### config.mk
export PLATFORM = sky130hd
export DESIGN_NAME = rgv_ctrl
export DESIGN_NICKNAME = d
export VERILOG_FILES = /design/src/hdl/assert_macros.svh /design/src/hdl/rgv_pkg.sv /design/src/hdl/rgv_ctrl.sv
export SDC_FILE = /design/constraint.sdc
export NUM_CORES = 1
export LEC_CHECK = 0
export BUFFER_PORTS_ARGS = -buffer_cell sky130_fd_sc_hd__buf_2
export CORE_ASPECT_RATIO = 0.7
export CORE_MARGIN = 3
export CORE_UTILIZATION = 30
export DETAILED_ROUTE_END_ITERATION = 8
export GPL_ROUTABILITY_DRIVEN = 0
export PLACE_DENSITY = 0.5
export SYNTH_ARGS = -nofsm -noshare
export SYNTH_HDL_FRONTEND = slang
export SYNTH_SLANG_ARGS = --single-unit
### constraint.sdc
create_clock -name clk_i -period 1.8 [get_ports clk_i]
set_input_delay 0.09 -clock clk_i [delete_from_list [all_inputs] [get_ports clk_i]]
set_output_delay 0.09 -clock clk_i [all_outputs]
set_load 0.1 [all_outputs]
### src/hdl/assert_macros.svh
// Assertion helpers for the RTL files; included by the top-level file.
`ifndef ASSERT_MACROS_SVH
`define ASSERT_MACROS_SVH

// Same-cycle implication, checked out of reset only.
`define ASSERT_IMPL(lbl, clk, rstn, ante, cons) \
  lbl: assert property (@(posedge clk) disable iff (!rstn) (ante) |-> (cons)) \
    else $error("assertion failed");

// Next-cycle implication, checked out of reset only.
`define ASSERT_NEXT(lbl, clk, rstn, ante, cons) \
  lbl: assert property (@(posedge clk) disable iff (!rstn) (ante) |=> (cons)) \
    else $error("assertion failed");

`endif

### src/hdl/rgv_pkg.sv
// ----------------------------------------------------------------------------
// rgv_pkg
// Types, constants and helpers for the voxel grid traversal block.
// ----------------------------------------------------------------------------
package rgv_pkg;

  localparam logic signed [31:0] T_HI = 32'sh7fffffff;
  localparam logic signed [31:0] T_LO = 32'sh80000000;

  // divider operand widths: dividend up to (p - lo) * n, divisor up to hi - lo
  localparam int DIV_NW = 58;
  localparam int DIV_VW = 34;

  localparam logic [1:0] AX_LAST = 2'd2;

  typedef enum logic [2:0] {
    REG_BOX_MIN_X = 3'd0,
    REG_BOX_MIN_Y = 3'd1,
    REG_BOX_MIN_Z = 3'd2,
    REG_BOX_MAX_X = 3'd3,
    REG_BOX_MAX_Y = 3'd4,
    REG_BOX_MAX_Z = 3'd5,
    REG_GRID_DIMS = 3'd6
  } rgv_reg_e;

  typedef enum logic [3:0] {
    S_IDLE,
    S_SLAB,
    S_SLAB_W,
    S_MINMAX,
    S_CHECK,
    S_INC,
    S_INC_W,
    S_MUL,
    S_CELL,
    S_CELL_W,
    S_BND,
    S_WALK
  } rgv_state_e;

  typedef struct packed {
    logic       load;
    logic       slab_start;
    logic       slab_wr;
    logic       tload;
    logic       inc_start;
    logic       inc_wr;
    logic       mul;
    logic       cell_start;
    logic       cell_wr;
    logic       cell_zero;
    logic       bnd_wr;
    logic       emit_miss;
    logic       walk;
    logic       side;
    logic [1:0] axis;
  } rgv_cmd_t;

  typedef struct packed {
    logic dz;
    logic wpos;
    logic div_done;
    logic miss;
    logic out_free;
    logic walk_last;
  } rgv_stat_t;

  function automatic logic signed [31:0] sat32(input logic signed [63:0] v);
    if (v > 64'sd2147483647) begin
      return T_HI;
    end else if (v < -64'sd2147483648) begin
      return T_LO;
    end else begin
      return v[31:0];
    end
  endfunction

endpackage

### src/hdl/rgv_ctrl.sv
// ----------------------------------------------------------------------------
// rgv_ctrl
// Sequencer: slab divisions, per-axis setup, then one cell per free output slot.
// ----------------------------------------------------------------------------
module rgv_ctrl (
  input  logic               clk_i,
  input  logic               rst_ni,
  input  logic               in_valid_i,
  output logic               in_stall_o,
  input  rgv_pkg::rgv_stat_t stat_i,
  output rgv_pkg::rgv_cmd_t  cmd_o
);

  rgv_pkg::rgv_state_e state_q, state_d;
  logic [1:0]          ax_q, ax_d;
  logic                side_q, side_d;

  always_ff @(posedge clk_i or negedge rst_ni) begin
    if (!rst_ni) begin
      state_q <= rgv_pkg::S_IDLE;
      ax_q    <= '0;
      side_q  <= 1'b0;
    end else begin
      state_q <= state_d;
      ax_q    <= ax_d;
      side_q  <= side_d;
    end
  end

  always_comb begin
    logic adv;
    adv        = 1'b0;
    state_d    = state_q;
    ax_d       = ax_q;
    side_d     = side_q;
    cmd_o      = '0;
    cmd_o.axis = ax_q;
    cmd_o.side = side_q;
    case (state_q)
      rgv_pkg::S_IDLE: begin
        if (in_valid_i) begin
          cmd_o.load = 1'b1;
          ax_d       = '0;
          side_d     = 1'b0;
          state_d    = rgv_pkg::S_SLAB;
        end
      end
      rgv_pkg::S_SLAB: begin
        if (stat_i.dz) begin
          cmd_o.slab_wr = 1'b1;
          adv           = 1'b1;
        end else begin
          cmd_o.slab_start = 1'b1;
          state_d          = rgv_pkg::S_SLAB_W;
        end
      end
      rgv_pkg::S_SLAB_W: begin
        if (stat_i.div_done) begin
          cmd_o.slab_wr = 1'b1;
          adv           = 1'b1;
        end
      end
      rgv_pkg::S_MINMAX: begin
        cmd_o.tload = 1'b1;
        state_d     = rgv_pkg::S_CHECK;
      end
      rgv_pkg::S_CHECK: begin
        if (!stat_i.miss) begin
          ax_d    = '0;
          state_d = rgv_pkg::S_INC;
        end else if (stat_i.out_free) begin
          cmd_o.emit_miss = 1'b1;
          state_d         = rgv_pkg::S_IDLE;
        end
      end
      rgv_pkg::S_INC: begin
        cmd_o.inc_start = 1'b1;
        state_d         = rgv_pkg::S_INC_W;
      end
      rgv_pkg::S_INC_W: begin
        if (stat_i.div_done) begin
          cmd_o.inc_wr = 1'b1;
          state_d      = rgv_pkg::S_MUL;
        end
      end
      rgv_pkg::S_MUL: begin
        cmd_o.mul = 1'b1;
        state_d   = rgv_pkg::S_CELL;
      end
      rgv_pkg::S_CELL: begin
        if (stat_i.wpos) begin
          cmd_o.cell_start = 1'b1;
          state_d          = rgv_pkg::S_CELL_W;
        end else begin
          // flat box axis: entry cell is 0
          cmd_o.cell_wr   = 1'b1;
          cmd_o.cell_zero = 1'b1;
          state_d         = rgv_pkg::S_BND;
        end
      end
      rgv_pkg::S_CELL_W: begin
        if (stat_i.div_done) begin
          cmd_o.cell_wr = 1'b1;
          state_d       = rgv_pkg::S_BND;
        end
      end
      rgv_pkg::S_BND: begin
        cmd_o.bnd_wr = 1'b1;
        if (ax_q == rgv_pkg::AX_LAST) begin
          ax_d    = '0;
          state_d = rgv_pkg::S_WALK;
        end else begin
          ax_d    = ax_q + 2'd1;
          state_d = rgv_pkg::S_INC;
        end
      end
      rgv_pkg::S_WALK: begin
        if (stat_i.out_free) begin
          cmd_o.walk = 1'b1;
          if (stat_i.walk_last) state_d = rgv_pkg::S_IDLE;
        end
      end
      default: state_d = rgv_pkg::S_IDLE;
    endcase
    if (adv) begin
      if (side_q) begin
        side_d = 1'b0;
        if (ax_q == rgv_pkg::AX_LAST) begin
          ax_d    = '0;
          state_d = rgv_pkg::S_MINMAX;
        end else begin
          ax_d    = ax_q + 2'd1;
          state_d = rgv_pkg::S_SLAB;
        end
      end else begin
        side_d  = 1'b1;
        state_d = rgv_pkg::S_SLAB;
      end
    end
  end

  assign in_stall_o = (state_q != rgv_pkg::S_IDLE);

endmodule

==> metrics.md <==
| Metric | Value |
|---|---|
| Status | `finished, final reports clean` |
| Worst-skew pair later-pin latency | `0.26 ns` |
| Crit start category | `register` |
| RSZ-0062 raised after global routing | `yes` |
| DRT met1 WL | `1.04 mm` |
| Top-area cell type share of the netlist area | `0.247` |
| Global route total overflow | `0` |
| Chip height | `around 47 µm` |
| Wire length on met3 | `196 µm` |
| Achievable Freq | `581 MHz` |
| Part of the Yosys area used for sequential elements | `0.247` |
| # DRC | `0` |
| Port bufs | `25` |
| Commonest non-fill, non-tap cell in the layout | `buf_4` |
| Unique masters post-synth | `35` |
| Root buffer cell | `clkbuf_4` |
| Buf+Inv Stages, Crit Path | `0` |
| Vias in the first global route | `approximately 760` |
| Crit path largest cell delay | `between 0.4 and 0.5 ns` |
| Post-synthesis compound-gate area fraction | `0.277` |
| Share of cells above drive strength 1 | `0.434` |
| Reg2Reg Depth | `5` |
| Syn nets | `~110` |
| Req. time, crit path | `approximately 1.9 ns` |
| Final antenna-violating net count | `0` |
| Area contributors post-synth | `dfrtp_1, nor2_1, nand2_1, a21oi_1, and3_1` |
| Largest family of logic cells by synthesized area | `simple AND/OR/NAND/NOR gates` |
| Yosys warns | `0` |
| Flops & latches, synth | `7` |
| Final WS setup | `around 0.08 ns` |
| Io pins | `26` |
| Worst-path fanout max | `13` |
| GRT Total Usage | `0.154` |
| Critical R2R Capture | `state_q[1]` |
| Pins Over Slew Limit | `0` |
| Final WL | `~2.1 mm` |
| MaxCap Viol Count | `0` |
| Worst Path Arrival | `roughly 1.9 ns` |
| DRT iter0 DRCs | `40` |
| DR top layer | `met3` |
| Fin cells | `168` |
| Antenna violations before repair | `0` |
| Via density | `~5` |
| Max Buffers Root-to-Sink | `2` |
| Clock skew | `roughly 0.0047 ns` |
| Number of core rows | `14` |
| Hold WS | `around 0.19 ns` |
| Hold WC Path Type | `primary input to asynchronous set/reset pin` |
| DP Worst Slack | `between 0.04 and 0.05 ns` |
| Syn Area/Cell | `~7.2 µm²` |
| Reg clk slew, reported paths | `~0.050 ns` |
| # diodes | `0` |
| CP Cell Sequence | `nand2b_1, o31a_1, o221ai_2, a211oi_1, a211o_1` |
| Min cycle time layout | `between 1.5 and 2 ns` |
| Met2 Wirelength | `912 µm` |
| Critical Setup Path Class | `register to register` |
| Fin. Hold Viols | `0` |
| Worst r2r src | `state_q[2]` |
| Nets | `between 100 and 150` |
| Adder-Cell Fraction of Synth Area | `0` |
| Cell count after placement | `163` |
| Crit path from | `state_q[2]` |
| CTS tree | `done` |
| First-pass GRT wire length | `roughly 3.6 mm` |
| Slew margin rel. | `0.680` |
| Worst setup EP type | `register` |
| Die area | `between 2000 and 3000 µm²` |
| Most frequent cells in the layout | `buf_4, buf_12, nand2_1` |
| Dpl hpwl | `about 1.8 mm` |
| Routed len/inst | `~13 µm` |
| Clock sink count | `7` |
| Mux contribution to synthesized area | `0.0300` |
| H-tree Lvls | `1` |
| Post-synthesis xor/xnor area fraction | `0.0123` |
| Initial core utilization | `0.324` |
| Pin count of the biggest net entering global routing | `14` |
| CTS buffer count | `3` |
| Final setup fails | `0` |
| Vias | `852` |
| Area Overhead vs Synth | `74.8%` |
| Delay-heaviest family, CP | `compound AO/OA/AOI/OAI gates` |
| Tcrit/Tclk final | `0.956` |
| Post-Synth Simple-Gate Area | `0.353` |
| Reg2reg setup slack | `between 0.07 and 0.08 ns` |
| Least-Margin Pin Slew | `0.483 ns` |
| DP Area | `between 1000 and 1500 µm²` |
| Crit-path slowest cell | `dfrtp_2` |
| Fillers | `~210` |
| Cells after Synth | `99` |
| Drt pass-1 iters | `4` |
| Die X | `64.1 µm` |
| Core area | `~2200 µm²` |
| Synth area leader | `dfrtp_1` |
| Post-route cell area | `about 1200 µm²` |
| Mapped cell area | `709 µm²` |
## synthesized netlist by cell type
library cell	instances
nor2_1	14
nand2_1	13
dfrtp_1	7
a21oi_1	5
o21ai_0	5
and3_1	4
buf_2	4
nand2b_1	4
nor2b_1	4
a22oi_1	3
and2_1	3
buf_4	3
inv_1	3
nor3_1	3
a31oi_1	2
nand3b_1	2
o211ai_1	2
a211o_1	1
a211oi_1	1
a21boi_0	1
a221o_1	1
a22o_1	1
a2bb2oi_1	1
and4_1	1
and4b_1	1
clkbuf_1	1
mux2_2	1
mux2i_1	1
o21a_1	1
o21ai_1	1
o221ai_1	1
o221ai_2	1
o31a_1	1
or2_2	1
xor2_1	1
## registers in the layout, indices dropped and copies added (netlist names)
| name | flops |
|---|---|
| side_q | 1 |
| state_q | 4 |
| ax_q | 2 |
## routing by layer
layer	global-route usage	vias up
met2	0.238	37
met5	0	-
met4	0.0126	0
li1	-	427
met1	0.230	388
met3	0.0317	0
## how the worst max path moves through the flow
| stage | cells after the start | to | slack [ns] |
|---|---|---|---|
| 2_1_floorplan | 8 | ax_q[0] | -0.18 |
| 3_3_place_gp | 7 | ax_q[0] | 0.12 |
| 3_5_place_dp | 5 | state_q[1] | 0.04 |
| 4_1_cts | 5 | cmd_o[15] | 0.02 |
| 5_1_grt | 5 | state_q[1] | -0.03 |
| 6_report | 5 | state_q[1] | 0.08 |
## cells by family after synthesis
logic type | count (synthesis)
muxes | 2
buffers and inverters | 11
DFF | 7
and+or+nand+nor | 50
AOI/OAI and AO/OA | 28
xor gates and xnor gates | 1
## timing repair
action	4_1_cts	5_1_grt
hold buffers	1	0
hold endpoints to repair	7	0
gates resized for setup	0	3
setup buffers	0	0
endpoints found under the setup margin	0	3
## worst reg2reg max path: stages, from the launching register on
cell and delay, ns:
dfrtp_2 0.48, nand2b_1 0.19, o31a_1 0.27, o221ai_2 0.26, a211oi_1 0.13, a211o_1 0.28
## final cells by class
class	count	area [µm²]	area share
multi-input combinational	81	523	0.422
sequential	7	178	0.143
clock buffer	4	26.3	0.0212
timing repair buffer	41	458	0.369
inverter	3	15.0	0.0121
tap	32	40.0	0.0323
## through the flow
step	utilization	TNS [ns]
4_1_cts	0.564	0
3_5_place_dp	0.547	0
6_report	0.566	0
2_1_floorplan	-	-0.505
3_3_place_gp	0.547	0
5_1_grt	0.566	-0.0301
Power is not shown: default switching activity piles up to over one toggle a cycle in this logic, so the estimate is an artifact.
